[src/rtl/core/gext_pkg.sv]
`timescale 1ns / 1ps
// ============================================================================
// gext_pkg
// Shared constants and types for the gradient extrema tracker.
// ============================================================================
package gext_pkg;

    // Fixed field widths of the ports.
    localparam int PIX_IN_W = 16;   // input pixel port
    localparam int OUT_W    = 17;   // difference result ports
    localparam int FW_W     = 11;   // frame_width register
    localparam int FH_W     = 16;   // frame_height register

    // Configuration port.
    localparam int APB_DW   = 32;
    localparam int PADDR_W  = 3;
    localparam int REG_IDX_W = 1;

    localparam logic [REG_IDX_W-1:0] REG_FRAME_WIDTH  = 1'b0;
    localparam logic [REG_IDX_W-1:0] REG_FRAME_HEIGHT = 1'b1;

    localparam logic [FW_W-1:0] FRAME_WIDTH_RST  = 11'd1024;
    localparam logic [FH_W-1:0] FRAME_HEIGHT_RST = 16'd1024;

    // Defaults for the top level parameters.
    localparam int DEF_PIXEL_BITS = 16;
    localparam int DEF_MAX_WIDTH  = 1024;

    // Classification of one item, produced by the front and used by the back.
    typedef struct packed {
        logic is_h;   // column 2 or more: horizontal difference applies
        logic is_v;   // row 2 or more: vertical difference applies
        logic last;   // last pixel of the frame
    } item_flags_t;

endpackage

[src/rtl/core/gext_front.sv]
`timescale 1ns / 1ps
// ============================================================================
// gext_front
// Accepts pixels, tracks the raster position and classifies each item.
// ============================================================================
module gext_front #(
    parameter int PIXEL_BITS = gext_pkg::DEF_PIXEL_BITS,
    parameter int MAX_WIDTH  = gext_pkg::DEF_MAX_WIDTH
) (
    input  logic                        aclk,
    input  logic                        aresetn,
    input  logic                        restart,
    input  logic [gext_pkg::FW_W-1:0]   frame_width,
    input  logic [gext_pkg::FH_W-1:0]   frame_height,
    input  logic                        s_valid,
    output logic                        s_ready,
    input  logic [gext_pkg::PIX_IN_W-1:0] s_pixel,
    output logic                        item_valid,
    input  logic                        item_ready,
    output logic [((PIXEL_BITS < gext_pkg::PIX_IN_W) ? PIXEL_BITS : gext_pkg::PIX_IN_W)-1:0]
                                        item_pix,
    output logic [((PIXEL_BITS < gext_pkg::PIX_IN_W) ? PIXEL_BITS : gext_pkg::PIX_IN_W)-1:0]
                                        item_back_two,
    output logic [$clog2(2 * MAX_WIDTH)-1:0] item_slot,
    output gext_pkg::item_flags_t       item_flags
);

    localparam int PIX_W  = (PIXEL_BITS < gext_pkg::PIX_IN_W) ? PIXEL_BITS : gext_pkg::PIX_IN_W;
    localparam int COL_W  = $clog2(MAX_WIDTH);
    localparam int ADDR_W = $clog2(2 * MAX_WIDTH);
    localparam int CMP_W  = (COL_W + 1 > gext_pkg::FW_W + 1) ? COL_W + 1 : gext_pkg::FW_W + 1;
    localparam int ROW_W  = gext_pkg::FH_W;

    logic [COL_W-1:0] col_reg;
    logic [ROW_W-1:0] row_reg;
    logic [PIX_W-1:0] back_one_reg;
    logic [PIX_W-1:0] back_two_reg;

    logic [CMP_W-1:0] w_nz;
    logic [CMP_W-1:0] w_eff;
    logic [ROW_W:0]   h_eff;
    logic             col_end;
    logic             row_end;
    logic             accept;

    // A zero width or height counts as one; width saturates at MAX_WIDTH, the size of one line buffer.
    always_comb begin
        w_nz  = (frame_width == '0) ? CMP_W'(1) : CMP_W'(frame_width);
        w_eff = (w_nz > CMP_W'(MAX_WIDTH)) ? CMP_W'(MAX_WIDTH) : w_nz;
        h_eff = (frame_height == '0) ? (ROW_W + 1)'(1) : (ROW_W + 1)'(frame_height);
        col_end = (CMP_W'(col_reg) + CMP_W'(1)) >= w_eff;
        row_end = ((ROW_W + 1)'(row_reg) + (ROW_W + 1)'(1)) >= h_eff;
    end

    assign s_ready    = item_ready;
    assign item_valid = s_valid;
    assign accept     = s_valid && item_ready;

    assign item_pix        = s_pixel[PIX_W-1:0];
    assign item_back_two   = back_two_reg;
    assign item_slot       = row_reg[0] ? (ADDR_W'(MAX_WIDTH) + ADDR_W'(col_reg))
                                        : ADDR_W'(col_reg);
    assign item_flags.is_h = (col_reg >= COL_W'(2));
    assign item_flags.is_v = (row_reg >= ROW_W'(2));
    assign item_flags.last = col_end && row_end;

    always_ff @(posedge aclk) begin
        if (!aresetn) begin
            col_reg <= '0;
            row_reg <= '0;
        end else if (restart) begin
            col_reg <= '0;
            row_reg <= '0;
        end else if (accept) begin
            if (col_end) begin
                col_reg <= '0;
                row_reg <= row_end ? '0 : row_reg + ROW_W'(1);
            end else begin
                col_reg <= col_reg + COL_W'(1);
            end
        end
    end

    // The last two pixels; only used once the column is 2 or more.
    always_ff @(posedge aclk) begin
        if (accept) begin
            back_two_reg <= back_one_reg;
            back_one_reg <= s_pixel[PIX_W-1:0];
        end
    end

endmodule

[config.mk]
export PLATFORM = sky130hd
export DESIGN_NAME = gext_front
export DESIGN_NICKNAME = d
export VERILOG_FILES = /design/src/rtl/core/gext_pkg.sv /design/src/rtl/core/gext_front.sv
export SDC_FILE = /design/constraint.sdc
export NUM_CORES = 1
export LEC_CHECK = 0
export BUFFER_PORTS_ARGS = -buffer_cell sky130_fd_sc_hd__buf_2
export CAP_MARGIN = 20
export CORE_UTILIZATION = 48
export DETAILED_ROUTE_END_ITERATION = 7
export PLACE_DENSITY_LB_ADDON = 0.15
export SLEW_MARGIN = 30
export SYNTH_ARGS = -nofsm -noshare
export SYNTH_HDL_FRONTEND = slang
export SYNTH_SLANG_ARGS = --single-unit
[constraint.sdc]
create_clock -name aclk -period 3.2 [get_ports aclk]
set_input_delay 0 -clock aclk [delete_from_list [all_inputs] [get_ports aclk]]
set_output_delay 0 -clock aclk [all_outputs]
set_load 0.05 [all_outputs]
==> Word level (Yosys, flattened, before mapping) <==
Cells that the tools add are included.
{ "word_totals": {"ff_bits": 58, "input_bits": 48, "output_inout_bits": 48, "wordCells": 27} }
{ "op_classes": {"add_sub_neg": 5, "order_cmp": 5, "n_mux": 6, "bitwise": 1, "reduce_logical": 6} }
{ "ops": {"columns": ["cell", "n"], "rows": [
  ["11-bit two-way mux", 3],
  ["16-bit two-way mux", 2],
  ["16-bit by 1-bit adder with 17-bit output, second input constant", 1],
  ["17-bit by 16-bit greater-or-equal comparator with 1-bit output", 1],
  ["16-bit by 1-bit adder with 16-bit output, second input constant", 1],
  ["16-bit by 2-bit greater-or-equal comparator with 1-bit output, second input constant", 1],
  ["16-bit logical NOT", 1],
  ["10-bit by 1-bit adder with 11-bit output, second input constant", 1],
  ["11-bit by 10-bit adder with 11-bit output, first input constant", 1],
  ["11-bit greater-or-equal comparator", 1],
  ["11-bit greater-than comparator, second input constant", 1],
  ["11-bit logical NOT", 1],
  ["10-bit by 1-bit adder with 10-bit output, second input constant", 1],
  ["10-bit by 2-bit greater-or-equal comparator with 1-bit output, second input constant", 1],
  ["10-bit two-way mux", 1],
  ["1-bit logical AND", 2],
  ["2-bit AND reduction", 1],
  ["2-bit OR reduction", 1],
  ["1-bit inverter", 1]
]} }

==> Logic depth before layout (Yosys ltp) <==
{ "depth": {"ltp_word": 6, "depth_mapped": 14, "ltp_nobuf": 13} }

==> Worst setup path after synthesis <==
No wires, ideal clock.
{ "synth_path": {"kind": "flip-flop to output port", "startpoint": "register col_reg[1]", "endpoint": "output item_flags[0] (netlist bit)", "arrival_time_ps": 3896, "required_time_ps": 3200, "path_slack_ps": -696, "stages_incl_launch_ff": 12, "path_buffers": 1, "cell_sequence": "dfxtp_1 ha_1 and3_1 and3_1 xor2_1 ha_1 and4_1 o21ai_0 o221ai_1 a21o_1 buf_2 a21boi_0"} }
{ "synth_rtl": {"columns": ["element", "line_no", "text"], "rows": [
  ["from (decl)", "gext_front.sv:34", "logic [COL_W-1:0] col_reg;"],
  ["from (signal assigned)", "gext_front.sv:79", "col_reg <= col_reg + COL_W'(1);"],
  ["to (decl)", "gext_front.sv:25", "output gext_pkg::item_flags_t item_flags"]
]} }

==> Final worst setup path <==
{ "layout_path": {"startpoint": "register row_reg[8]", "endpoint": "register row_reg[14]"} }
{ "layout_via": {"elab_chain_len": 3, "elab_cells_between_ends": 4, "cone_classes": "2 x add/sub; 1 x order compare; 1 x mux"} }
{ "layout_rtl": {"columns": ["element", "line_no", "text"], "rows": [
  ["from (decl)", "gext_front.sv:35", "logic [ROW_W-1:0] row_reg;"],
  ["from (signal assigned)", "gext_front.sv:77", "row_reg <= row_end ? '0 : row_reg + ROW_W'(1);"],
  ["16-bit by 1-bit adder with 17-bit output", "gext_front.sv:52", "row_end = ((ROW_W + 1)'(row_reg) + (ROW_W + 1)'(1)) >= h_eff;"],
  ["17-bit by 16-bit greater-or-equal comparator with 1-bit output", "gext_front.sv:52", null],
  ["16-bit two-way mux *", "gext_front.sv:77", null]
]} }
Mark *: on every way between the ends. The rest lies on a longest branch, timed or not.
A chain may end at the register's enable or synchronous reset.

==> results.cfg <==
[floorplanning]
dieWidth_um = 87.2
num_rows = 30
die-area_um2 = 7610
start_util = 0.505
core_um2 = 6910
dieHeight_um = 87.2
num_io_pins = 96

[synth]
ys_ff_latch = 58
syn_area_per_cell_um2 = 9.60
ys_types = 50
synth_area_um2 = 3490
async_reset_ff_frac = 0
postSynthCellCount = 363
ys_seq_area_frac = 0.425
synth_fp_nets = 442
yosys_warnings = 0
synth_edf_count = 32
synth_top_flop_cell = edfxtp_1

[run]
maxCapViolations = 0

[global_routing]
grt_max_degree = 39
grt.total_usage = 0.232
antenna_found_initial = 0
grt-ovfl-total = 0
grt_pass1_wl_um = 13500
first_global_vias = 3001

[setup_path]
start_kind = flop
cp-end-kind = flop
cp.required_ns = 3.41
worstPathMaxFanout = 6
critPathArrivalTime_ns = 3.39
critPathKind = reg -> reg

[clock_network]
cts-htree-levels = 3
insertion_delay_ns = 0.33
cts_root_buf = clkbuf_8
cts_made_buffers = 9
clockBufferDepth = 2
path_clk_slew_ns = 0.07
numClockSinks = 58
cts_tree = done

[pwr]
combPwrFrac = 0.128
ir_worst_vdd_v = 0.000354
internal_power_w = 0.00133
p_per_area_nw_per_um2 = 359
clkPwrFrac = 0.419
seqPwrFrac = 0.453
switching_share = 0.259
p_leak_nw = 2.29
switchingPower_w = 0.000467

[final_layout]
final_util = 0.726
final_area_um2 = 5010
nets = 588
syn2layout_area_growth_pct = 43.8
mostFrequentLayoutCell = buf_2
antenna_cells = 0
drive_gt1_frac = 0.428
final_cell_mix = 94 x buf_2, 49 x nand2_1, 40 x buf_4

[detailed_routing]
drtAntennaViolNets = 0
routed.top_layer = met4
vias = 3220
remaining_drc_errors = 0
vias_per_cell = 5.28
drt-pass1-iter-count = 4
drt_iter0_markers = 130
drt-total-wl_um = 9180
wirelength_met1_um = 3690
wire_per_inst_um = 15.0
route.met2.wl_um = 4990
wl_met3_um = 367

[timing]
setup_tns_ns = 0
worst_slew_pin_slew_ns = 0.672
rsz0062_at_grt = true
slew_viol_final = 0
fin_crit_sh = 0.996
setup_viol = 0
relSlewSlack = 0.552
hold_viol_final = 0
period_minus_slack_ns = 3.19
fmax_ghz = 0.314
fin_skew_ns = 0.00550

[placement]
port_buffers = 95
gp_congestion = 0.945
dp_hpwl_um = 6080
dpl-instance-area_um2 = 4200

[hold_path]
hp-class = in -> reg

[outcome]
status = finished, final reports clean
-- worst max-delay path, stage by stage (launching register included) --
cell and delay, ns:
dfxtp_2 0.34, and3_4 0.20, nand4_1 0.17, nor3_4 0.20, and3_4 0.21, nand2b_4 0.13, nand2_4 0.05, ha_4 0.27
nand4_1 0.16, or4_4 0.53, a21oi_4 0.21, buf_6 0.13, nor4_4 0.05, nand4_4 0.17, buf_6 0.15, o221ai_2 0.09
-- worst paths after layout --
path / from / endpoint / slack, ns / cells past startpoint
setup / recovery: row_reg[8]$_SDFFE_PP0P_ / row_reg[14]$_SDFFE_PP0P_ / 0.01 / 15
hold / removal: item_ready / col_reg[1]$_SDFFE_PP0P_ / 0.14 / 4
setup reg to reg: row_reg[8]$_SDFFE_PP0P_ / row_reg[14]$_SDFFE_PP0P_ / 0.01 / 15
hold reg to reg: back_one_reg[15]$_DFFE_PP_ / item_back_two[15]$_DFFE_PP_ / 0.42 / 0
-- power groups by stage --
stage | clock [W] | sequential, W | combinational, W
final | 0.000755 | 0.000815 | 0.000230
after global routing | 0.000795 | 0.000816 | 0.000247
after CTS | 0.000768 | 0.000815 | 0.000220
after detailed placement | 0 | 0.000832 | 0.000203
after global placement | 0 | 0.000830 | 0.000199
after floorplan | 0 | 0.000855 | 0.000117
-- cells by family after synthesis --
group,synth area share
AOI/OAI and AO/OA,0.136
and+or+nand+nor,0.209
xor gates and xnor gates,0.0352
buffers and inverters,0.0836
DFF,0.425
adders and majority gates,0.111
-- Yosys cell counts (7+ instances only) --
master | number | share of area
nand3_1 | 9 | 0.013
o21ai_1 | 7 | 0.010
and3_1 | 10 | 0.018
inv_1 | 30 | 0.032
xor2_1 | 8 | 0.020
buf_4 | 19 | 0.041
a21oi_1 | 14 | 0.020
dfxtp_1 | 26 | 0.15
nor2_1 | 8 | 0.0086
nand4_1 | 8 | 0.014
nand2_1 | 54 | 0.058
ha_1 | 31 | 0.11
edfxtp_1 | 32 | 0.28
nand2b_1 | 13 | 0.023
o21ai_0 | 11 | 0.016
nor4_1 | 12 | 0.022
-- final cells by class --
class                   instances  area (µm²)
clock buffers                   9         124
clock inverters                 7         101
fillers                       533        1890
inverters                      31         116
multi-input cells             249        2010
flip-flops and latches         58        1490
well taps                      96         120
repair buffers                160        1050
-- metrics by stage --
stage,total power (W),std cells,setup slack [ns],hold WS [ns]
6_report,0.00180,610,0.0127,0.142
5_1_grt,0.00186,610,-0.105,0.178
4_1_cts,0.00180,603,0.000943,0.125
3_5_place_dp,0.00103,564,-0.0206,0.190
3_3_place_gp,0.00103,564,0.0286,0.189
2_1_floorplan,0.000972,363,0.0212,0.0989
-- layer usage --
layer | vias up | GRT usage
met3 | 15 | 0.0578
li1 | 1600 | -
met5 | - | 0
met1 | 1509 | 0.258
met4 | 0 | 0.0537
met2 | 96 | 0.444
-- timing repair --
action                                  4_1_cts  5_1_grt
pin swaps                                     9       26
setup buffers                                 7        8
resized for setup                             9       61
endpoints found under the hold margin        16        0
endpoints found under the setup margin        6       18
hold buffers                                 16        0
Power figures use the tool's default switching activity.
