==> config.mk <==
export PLATFORM = sky130hd
export DESIGN_NAME = gext_queue
export DESIGN_NICKNAME = d
export VERILOG_FILES = /design/src/rtl/core/gext_queue.sv
export SDC_FILE = /design/constraint.sdc
export NUM_CORES = 1
export LEC_CHECK = 0
export ABC_AREA = 1
export BUFFER_PORTS_ARGS = -buffer_cell sky130_fd_sc_hd__buf_4
export CORE_UTILIZATION = 49
export DETAILED_ROUTE_END_ITERATION = 8
export GPL_ROUTABILITY_DRIVEN = 0
export GPL_TIMING_DRIVEN = 0
export PLACE_DENSITY = 0.75
export SETUP_SLACK_MARGIN = 0.2
export SYNTH_ARGS = -nofsm -noshare
export SYNTH_HDL_FRONTEND = slang
export SYNTH_SLANG_ARGS = --single-unit
==> constraint.sdc <==
create_clock -name aclk -period 1.9 [get_ports aclk]
set_clock_uncertainty 0.2 [all_clocks]
set_input_delay 0.095 -clock aclk [delete_from_list [all_inputs] [get_ports aclk]]
set_output_delay 0.095 -clock aclk [all_outputs]
set_load 0.005 [all_outputs]
==> src/rtl/core/gext_queue.sv <==
`timescale 1ns / 1ps
// ============================================================================
// gext_queue
// Two-entry queue that decouples the front from the back.
// ============================================================================
module gext_queue #(
    parameter int WIDTH = 8
) (
    input  logic             aclk,
    input  logic             aresetn,
    input  logic             in_valid,
    output logic             in_ready,
    input  logic [WIDTH-1:0] in_data,
    output logic             out_valid,
    input  logic             out_ready,
    output logic [WIDTH-1:0] out_data
);

    logic [WIDTH-1:0] entry_reg [2];
    logic             wr_ptr_reg;
    logic             rd_ptr_reg;
    logic [1:0]       count_reg;
    logic             push;
    logic             pop;

    assign in_ready  = (count_reg != 2'd2);
    assign out_valid = (count_reg != 2'd0);
    assign out_data  = entry_reg[rd_ptr_reg];
    assign push      = in_valid && in_ready;
    assign pop       = out_valid && out_ready;

    always_ff @(posedge aclk) begin
        if (!aresetn) begin
            wr_ptr_reg <= 1'b0;
            rd_ptr_reg <= 1'b0;
            count_reg  <= 2'd0;
        end else begin
            if (push) begin
                wr_ptr_reg <= ~wr_ptr_reg;
            end
            if (pop) begin
                rd_ptr_reg <= ~rd_ptr_reg;
            end
            if (push && !pop) begin
                count_reg <= count_reg + 2'd1;
            end else if (pop && !push) begin
                count_reg <= count_reg - 2'd1;
            end
        end
    end

    always_ff @(posedge aclk) begin
        if (push) begin
            entry_reg[wr_ptr_reg] <= in_data;
        end
    end

`ifndef ASSERT_OFF
    a_count_bound: assert property (@(posedge aclk) disable iff (!aresetn)
        count_reg != 2'd3)
        else $error("queue count out of range");

    a_ptr_track: assert property (@(posedge aclk) disable iff (!aresetn)
        (count_reg == 2'd0 || count_reg == 2'd2) |-> (wr_ptr_reg == rd_ptr_reg))
        else $error("queue pointers disagree with count");

    a_push_count: assert property (@(posedge aclk) disable iff (!aresetn)
        (push && !pop) |=> (count_reg == $past(count_reg) + 2'd1))
        else $error("queue push lost");
`endif

endmodule

* Word level (Yosys, flattened, before mapping) *
Memory sizes are Yosys's and may differ from the RTL's. A register that Yosys moved wholly into a read port is not among the register bits.
Index checks and enable logic that the tools add are counted.

operators by class
  add/sub/neg operators = 2
  equal/unequal tests = 1
  multiplexer cells = 6
  bitwise gates (word level) = 2
  reduce and logical (&&, ||, !) cells = 8

operators with widths
  cell                                              count
  logical AND 1 bit                                 4
  2-to-1 mux 1 bit                                  4
  2-to-1 mux 2 bit                                  2
  nonzero test 2 bit                                2
  adder 2 x 1 -> 2 bit, second input constant       1
  logical NOT 1 bit                                 2
  != test 2 bit, second input constant              1
  NOT 1 bit                                         2
  subtractor 2 x 1 -> 2 bit, second input constant  1

word-level totals
  register bits = 4
  memory bits (writable) = 16
  input bits = 12
  output and inout bits = 10
  logic and storage cells = 23
  memories kept = 1

memories
  memory     words  width  rd ports  clocked after Yosys merged registers in  write ports  line  source
  entry_reg  2      8      1         1                                        1            19    logic [WIDTH-1:0] entry_reg [2];

* Longest topological paths before layout *
Gate-level depths: netlist of the first run.

  depth in word-level cells = 6
  gate-level depth with buffers = 11
  mapped depth without buffers = 11

* Least setup slack after synthesis of the first run *
OpenSTA, ideal clock, no wires.

  kind = reg-to-reg
  start point = register count_reg[0]
  end point = memory entry_reg[1][0], enable pin
  setup time = 0.370 ns
  arrival time = 0.934 ns
  required time = 1.330 ns
  path slack = 0.395 ns
  cell stages (with the launch flop) = 5
  buffers on the path = 0
  period minus slack after synthesis = 1.505 ns
  cells stage by stage = dfxtp_1 -> inv_2 -> nand2_4 -> nand2_4 -> nor2_1

on the way
  cells in the longest elaborated chain, start to end = 4

RTL lines
  what                                    line  source
  start, declared                         22    logic [1:0] count_reg;
  start signal, assigned                  45    count_reg <= count_reg + 2'd1;
  start signal, assigned                  47    count_reg <= count_reg - 2'd1;
  != test 2 bit                           26    assign in_ready = (count_reg != 2'd2);
  via in_ready                            12    output logic in_ready,
  logical AND 1 bit                       29    assign push = in_valid && in_ready;
  2-to-1 mux 1 bit                        53    if (push) begin
  2-to-1 mux 1 bit (implied by the code)  54    entry_reg[wr_ptr_reg] <= in_data;
  end, declared                           19

The timed path passes the listed nets, and every way through them passes these cells.

==> impl_metrics.json, run 1 <==
{
  "syn-cell-area_um2": 836,
  "finalSetupTns_ns": 0,
  "cts.sinks": 21,
  "cts_root_buffer": "clkbuf_4",
  "slew_headroom_pct": 70.8,
  "cts_tree": "yes",
  "synth_area_leaders": "edfxtp_1 (57%), dfxtp_1 (12%), mux2_2 (11%)",
  "setup_slack_ns": 0.293,
  "num_vias": 583,
  "finalSetupViolCount": 0,
  "syn_area_per_cell_um2": 13.5,
  "synth_cells": 62,
  "diodes": 0,
  "hold_slack_ns": 0.307,
  "p_leak_nw": 0.482,
  "ioPinCount": 22,
  "nFillCells": 113,
  "hold_class": "reg -> reg",
  "wl_per_cell_um": 11.8,
  "clkPwrFrac_pct": 16.2,
  "numCtsBuffers": 3,
  "fin_area_um2": 1160,
  "status": "finished, final reports clean",
  "viasPerCell": 5.11,
  "p_per_area_nw_per_um2": 1110,
  "die_w_um": 43.3,
  "synth_top_area_share_pct": 57.5,
  "drv_cap": 0,
  "slew_violations": 0,
  "drive_gt1_share_pct": 42.9,
  "synth_cell_type_count": 18,
  "vdd_drop_max_mv": 0.869,
  "synth_largest_area_cell": "edfxtp_1",
  "port_buffers": 21,
  "power_frac_comb_pct": 35.0,
  "grt_pass1_vias": 590,
  "h-tree-depth": 1,
  "syn2layout_area_growth_pct": 38.6,
  "yosys_warnings": 0,
  "antenna_found_initial": 0,
  "rows": 14,
  "cts_buffer_depth": 2,
  "antenna_left": 0,
  "first_iter_violations": 12,
  "switching_share_pct": 30.0,
  "grt_overflow_total": 0,
  "arrival_ns": 1.31,
  "postLayoutCoreUtil_pct": 75.2,
  "period_share_pct": 84.6,
  "hold_violations": 0,
  "crit_fanout": 8,
  "nets": 112,
  "core_area_um2": 1540,
  "rsz0062_at_grt": "no",
  "dpl.hpwl_um": 887,
  "largest_register_ff_count": 16,
  "critPathLaunchType": "flop",
  "end_kind": "output pin",
  "clk_latency_ns": 0.31,
  "drc_errors": 0,
  "grt_pass1_wl_mm": 2.24,
  "fp.dieH_um": 43.3,
  "tightest_slew_ns": 0.438,
  "track_usage_pct": 17.3,
  "finalCriticalPeriod_ns": 1.61,
  "start_util_pct": 54.2,
  "p_seq_share_pct": 48.8,
  "yosys_register_bits": 21,
  "place_area_um2": 1010,
  "p_int_mw": 0.903,
  "timing.fmax_mhz": 622,
  "critPathRequiredTime_ns": 1.60,
  "clk_pin_slew_ns": 0.11,
  "path_class": "reg -> out",
  "first_pass_iters": 4,
  "ys_seq_area_share_pct": 69.5,
  "grt_max_degree": 13,
  "p_sw_mw": 0.388,
  "fp.dieArea_um2": 1870,
  "syn-num-nets": 75,
  "pre_cts_slack_ns": 0.177,
  "wirelength_mm": 1.35
}
[layer usage]
layer | part of all wire (%) | GRT usage, % | up-vias
met5 | 0 | 0 | -
met4 | 3.0 | 12.7 | 0
met3 | 4.1 | 3.83 | 5
met2 | 55 | 32.2 | 15
met1 | 38 | 15.9 | 280
li1 | - | - | 283
[cells by family after synthesis]
logic type	Yosys count	synth area share [%]
DFF	21	69.5
muxes	8	10.8
AOI/OAI and AO/OA	4	2.84
and+or+nand+nor	19	11.1
buffers and inverters	9	4.34
adders and majority gates	1	1.50
[worst max-delay path, cell delays in order, from the launching register on]
cell and delay (ns):
dfxtp_1 0.33, clkbuf_4 0.19, mux2_2 0.35, buf_4 0.13
[power by group through the flow]
| stage | sequential (mW) | clock [mW] | combinational [mW] |
|---|---|---|---|
| final | 0.630 | 0.209 | 0.452 |
| after global routing | 0.642 | 0.233 | 0.501 |
| after CTS | 0.630 | 0.218 | 0.455 |
| after detailed placement | 0.641 | 0 | 0.429 |
| after global placement | 0.635 | 0 | 0.417 |
| after floorplan | 0.630 | 0 | 0.267 |
[stage by stage]
stage          instances  power (mW)
6_report             114        1.29
5_1_grt              114        1.38
4_1_cts              114        1.30
3_5_place_dp          99        1.07
3_3_place_gp          99        1.05
2_1_floorplan         62       0.897
[path summary, 6_finish.rpt]
kind	from	end	slack (ns)	cells past startpoint
max	flop	out_data[2]	0.29	3
min	rd_ptr_reg	flop	0.31	2
max reg2reg	count_reg[1]	count_reg[1]	0.33	9
min reg2reg	rd_ptr_reg	flop	0.31	2
[Yosys cell counts]
cell	n
ha_1	1
nand3_1	1
o21ai_0	1
nand2_4	2
buf_2	1
o21ai_1	1
clkinv_2	1
nor2_1	8
mux2_2	8
edfxtp_1	16
a21oi_1	1
inv_2	1
dfxtp_1	5
o21a_2	1
nand4_1	1
nand2_1	6
inv_1	6
nand2_2	1
[layout make-up]
class / instances / area [um2] / share of cell area [%]
Multi-Input combinational cell: 32 / 224 / 19.3
Clock inverter: 1 / 5.00 / 0.432
Buffer: 1 / 7.51 / 0.648
Clock buffer: 3 / 22.5 / 1.94
Timing Repair Buffer: 32 / 268 / 23.1
Inverter: 8 / 31.3 / 2.70
Sequential cell: 21 / 581 / 50.1
Tap cell: 16 / 20.0 / 1.73
[placed cells by master, fill, tap and decap left out, drive strengths merged]
master / instances
mux2: 8
buf: 21
ha: 1
nor2: 8
nand2: 9
dfxtp: 5
inv: 7
nand4: 1
clkbuf: 4
clkinv: 2
o21ai: 2
a21oi: 1
o21a: 1
dlygate4sd3: 11
nand3: 1
edfxtp: 16
[timing repair]
action | 4_1_cts | 5_1_grt
buffers inserted | 0 | 0
gates resized for setup | 2 | 1
hold buffers | 11 | 0
setup endpoints to repair | 16 | 7
endpoints found under the hold margin | 21 | 0
Note: power is estimated with default switching activity, not from simulation.
==> run 2: changes to the inputs <==
clock period = 1.6 ns   (was 1.9 ns; I/O delays follow)
==> run 2 against run 1 <==
Cell area is 16% higher. Largest cell class unchanged. Count of clock-buffer cells in the layout stayed put. Critical path depth did not move. Utilization is 12 points higher. Routed wire length increased by 32%. Critical path type unchanged. Die area did not move. Highest routed layer unchanged. Final cell count up 7.0%. Sequential cell count stayed put. Non-clock buffer count up 8. Combinational power increased by 96%.
==> impl_metrics.json, run 2 (synthesis gave the netlist of run 1 again) <==
{
  "first_iter_violations": 4,
  "drc_errors": 0,
  "finalSetupViolCount": 0,
  "grt_max_degree": 13,
  "finalCriticalPeriod_ns": 1.51,
  "rows": 14,
  "rr_worst_depth": 10,
  "slew_headroom_pct": 83.1,
  "cts_buffer_depth": 2,
  "drive_gt1_share_pct": 55.7,
  "track_usage_pct": 20.0,
  "final_common_cell": "buf_4",
  "tightest_slew_ns": 0.253,
  "dp.cells": 99,
  "hold_end": "entry_reg[1][1]",
  "status": "finished, final reports clean",
  "antenna_found_initial": 0,
  "switching_share_pct": 32.3,
  "critPathRequiredTime_ns": 1.32,
  "crit_fanout": 8,
  "grt_pass1_vias": 632,
  "start_util_pct": 54.2,
  "wirelength_mm": 1.77,
  "power_frac_comb_pct": 46.3,
  "reg2reg_from": "count_reg[0]",
  "timing.fmax_mhz": 661,
  "nets": 120,
  "slew_violations": 0,
  "diodes": 0,
  "port_buffers": 21,
  "largest_register_ff_count": 16,
  "core_area_um2": 1540,
  "dpl.hpwl_um": 966,
  "reg2reg_to": "count_reg[1]",
  "final_cells": 122,
  "cts_tree": "yes",
  "period_share_pct": 94.6,
  "arrival_ns": 1.23,
  "h-tree-depth": 1,
  "cts_root_buffer": "clkbuf_4",
  "wl_per_cell_um": 14.5,
  "p_leak_nw": 0.569,
  "end_kind": "output pin",
  "min_path_cells": 2,
  "numCtsBuffers": 3,
  "holdCritStartpoint": "in_data[1]",
  "hold_class": "in -> reg",
  "p_seq_share_pct": 40.3,
  "nFillCells": 69,
  "clkPwrFrac_pct": 13.4,
  "critPathLaunchType": "flop",
  "hold_violations": 0,
  "p_sw_mw": 0.618,
  "place_area_um2": 1030,
  "die_w_um": 43.3,
  "cts.sinks": 21,
  "num_vias": 622,
  "clk_pin_slew_ns": 0.12,
  "antenna_left": 0,
  "p_int_mw": 1.30,
  "final_cell_mix": "buf_4 (21), edfxtp_1 (16), dlygate4sd3_1 (11)",
  "viasPerCell": 5.10,
  "fp.dieArea_um2": 1870,
  "grt_pass1_wl_mm": 2.66,
  "clk_latency_ns": 0.31,
  "fin_area_um2": 1350,
  "rsz0062_at_grt": "yes",
  "vdd_drop_max_mv": 1.23,
  "reg2reg_slack_ns": 0.10,
  "grt_overflow_total": 0,
  "p_per_area_nw_per_um2": 1420,
  "fp.dieH_um": 43.3,
  "drv_cap": 0,
  "first_pass_iters": 4,
  "ioPinCount": 22,
  "syn2layout_area_growth_pct": 61.2,
  "path_class": "reg -> out"
}
## run 2: changes by cell type in the layout (fill, tap and decap cells not counted), sizes merged
cell    before  now
buf         21   30
clkbuf       4    3
## run 2: critical path, cell delays in order, from the launching register on
cell and delay, ns:
dfxtp_2 0.35, buf_8 0.14, mux2_4 0.31, buf_6 0.12
## run 2: area by class of cell
class                      instances  area, um2  share of cell area, %
clock buffer                       3       22.5                   1.67
buffer                             1       15.0                   1.11
inverter                           8       37.5                   2.79
sequential                        21        587                   43.5
tap                               16       20.0                   1.49
multi-input combinational         32        303                   22.5
clock inverter                     1       5.00                  0.371
timing repair buffer              40        358                   26.6
## run 2: worst max path at each step
stage                 endpoint          from
3_3_place_gp   entry_reg[1][1]  count_reg[0]
5_1_grt           count_reg[1]  count_reg[0]
2_1_floorplan  entry_reg[1][0]  count_reg[0]
6_report           out_data[4]          flop
3_5_place_dp   entry_reg[0][1]  count_reg[0]
4_1_cts            out_data[3]          flop
## run 2: power by group through the flow
stage               Combinational [mW]  Clock [mW]  Sequential, mW
detailed placement               0.547           0           0.764
global route                     0.950       0.278           0.780
global placement                 0.522           0           0.757
finish                           0.886       0.257           0.772
CTS                              0.802       0.262           0.765
floorplan                        0.340           0           0.751
## run 2: routing by layer
layer	GRT usage, %	routed length, um	part of all wire, %	vias to the layer above
li1	-	-	-	300
met1	23.1	734	41	289
met2	35.5	908	51	29
met3	3.83	102	5.8	4
met4	9.09	27	1.5	0
met5	0	0	0	-
## run 2: repair_timing
| action | CTS | global route |
|---|---|---|
| setup buffers | 5 | 3 |
| endpoints found under the hold margin | 21 | 0 |
| pin swaps | 8 | 3 |
| hold buffers | 11 | 0 |
| setup endpoints to repair | 26 | 26 |
| resized for setup | 32 | 3 |
## run 2: per-stage QoR
step	power, mW	hold WS (ns)	setup slack, ns	TNS (ns)	util [%]
global route	2.01	0.290	0.0232	0	87.4
detailed placement	1.31	0.0692	-0.0627	-0.739	66.6
finish	1.91	0.289	0.0866	0	87.4
global placement	1.28	0.0653	-0.0411	-0.654	66.6
CTS	1.83	0.290	0.0759	0	84.7
floorplan	1.09	-0.0211	0.141	0	-
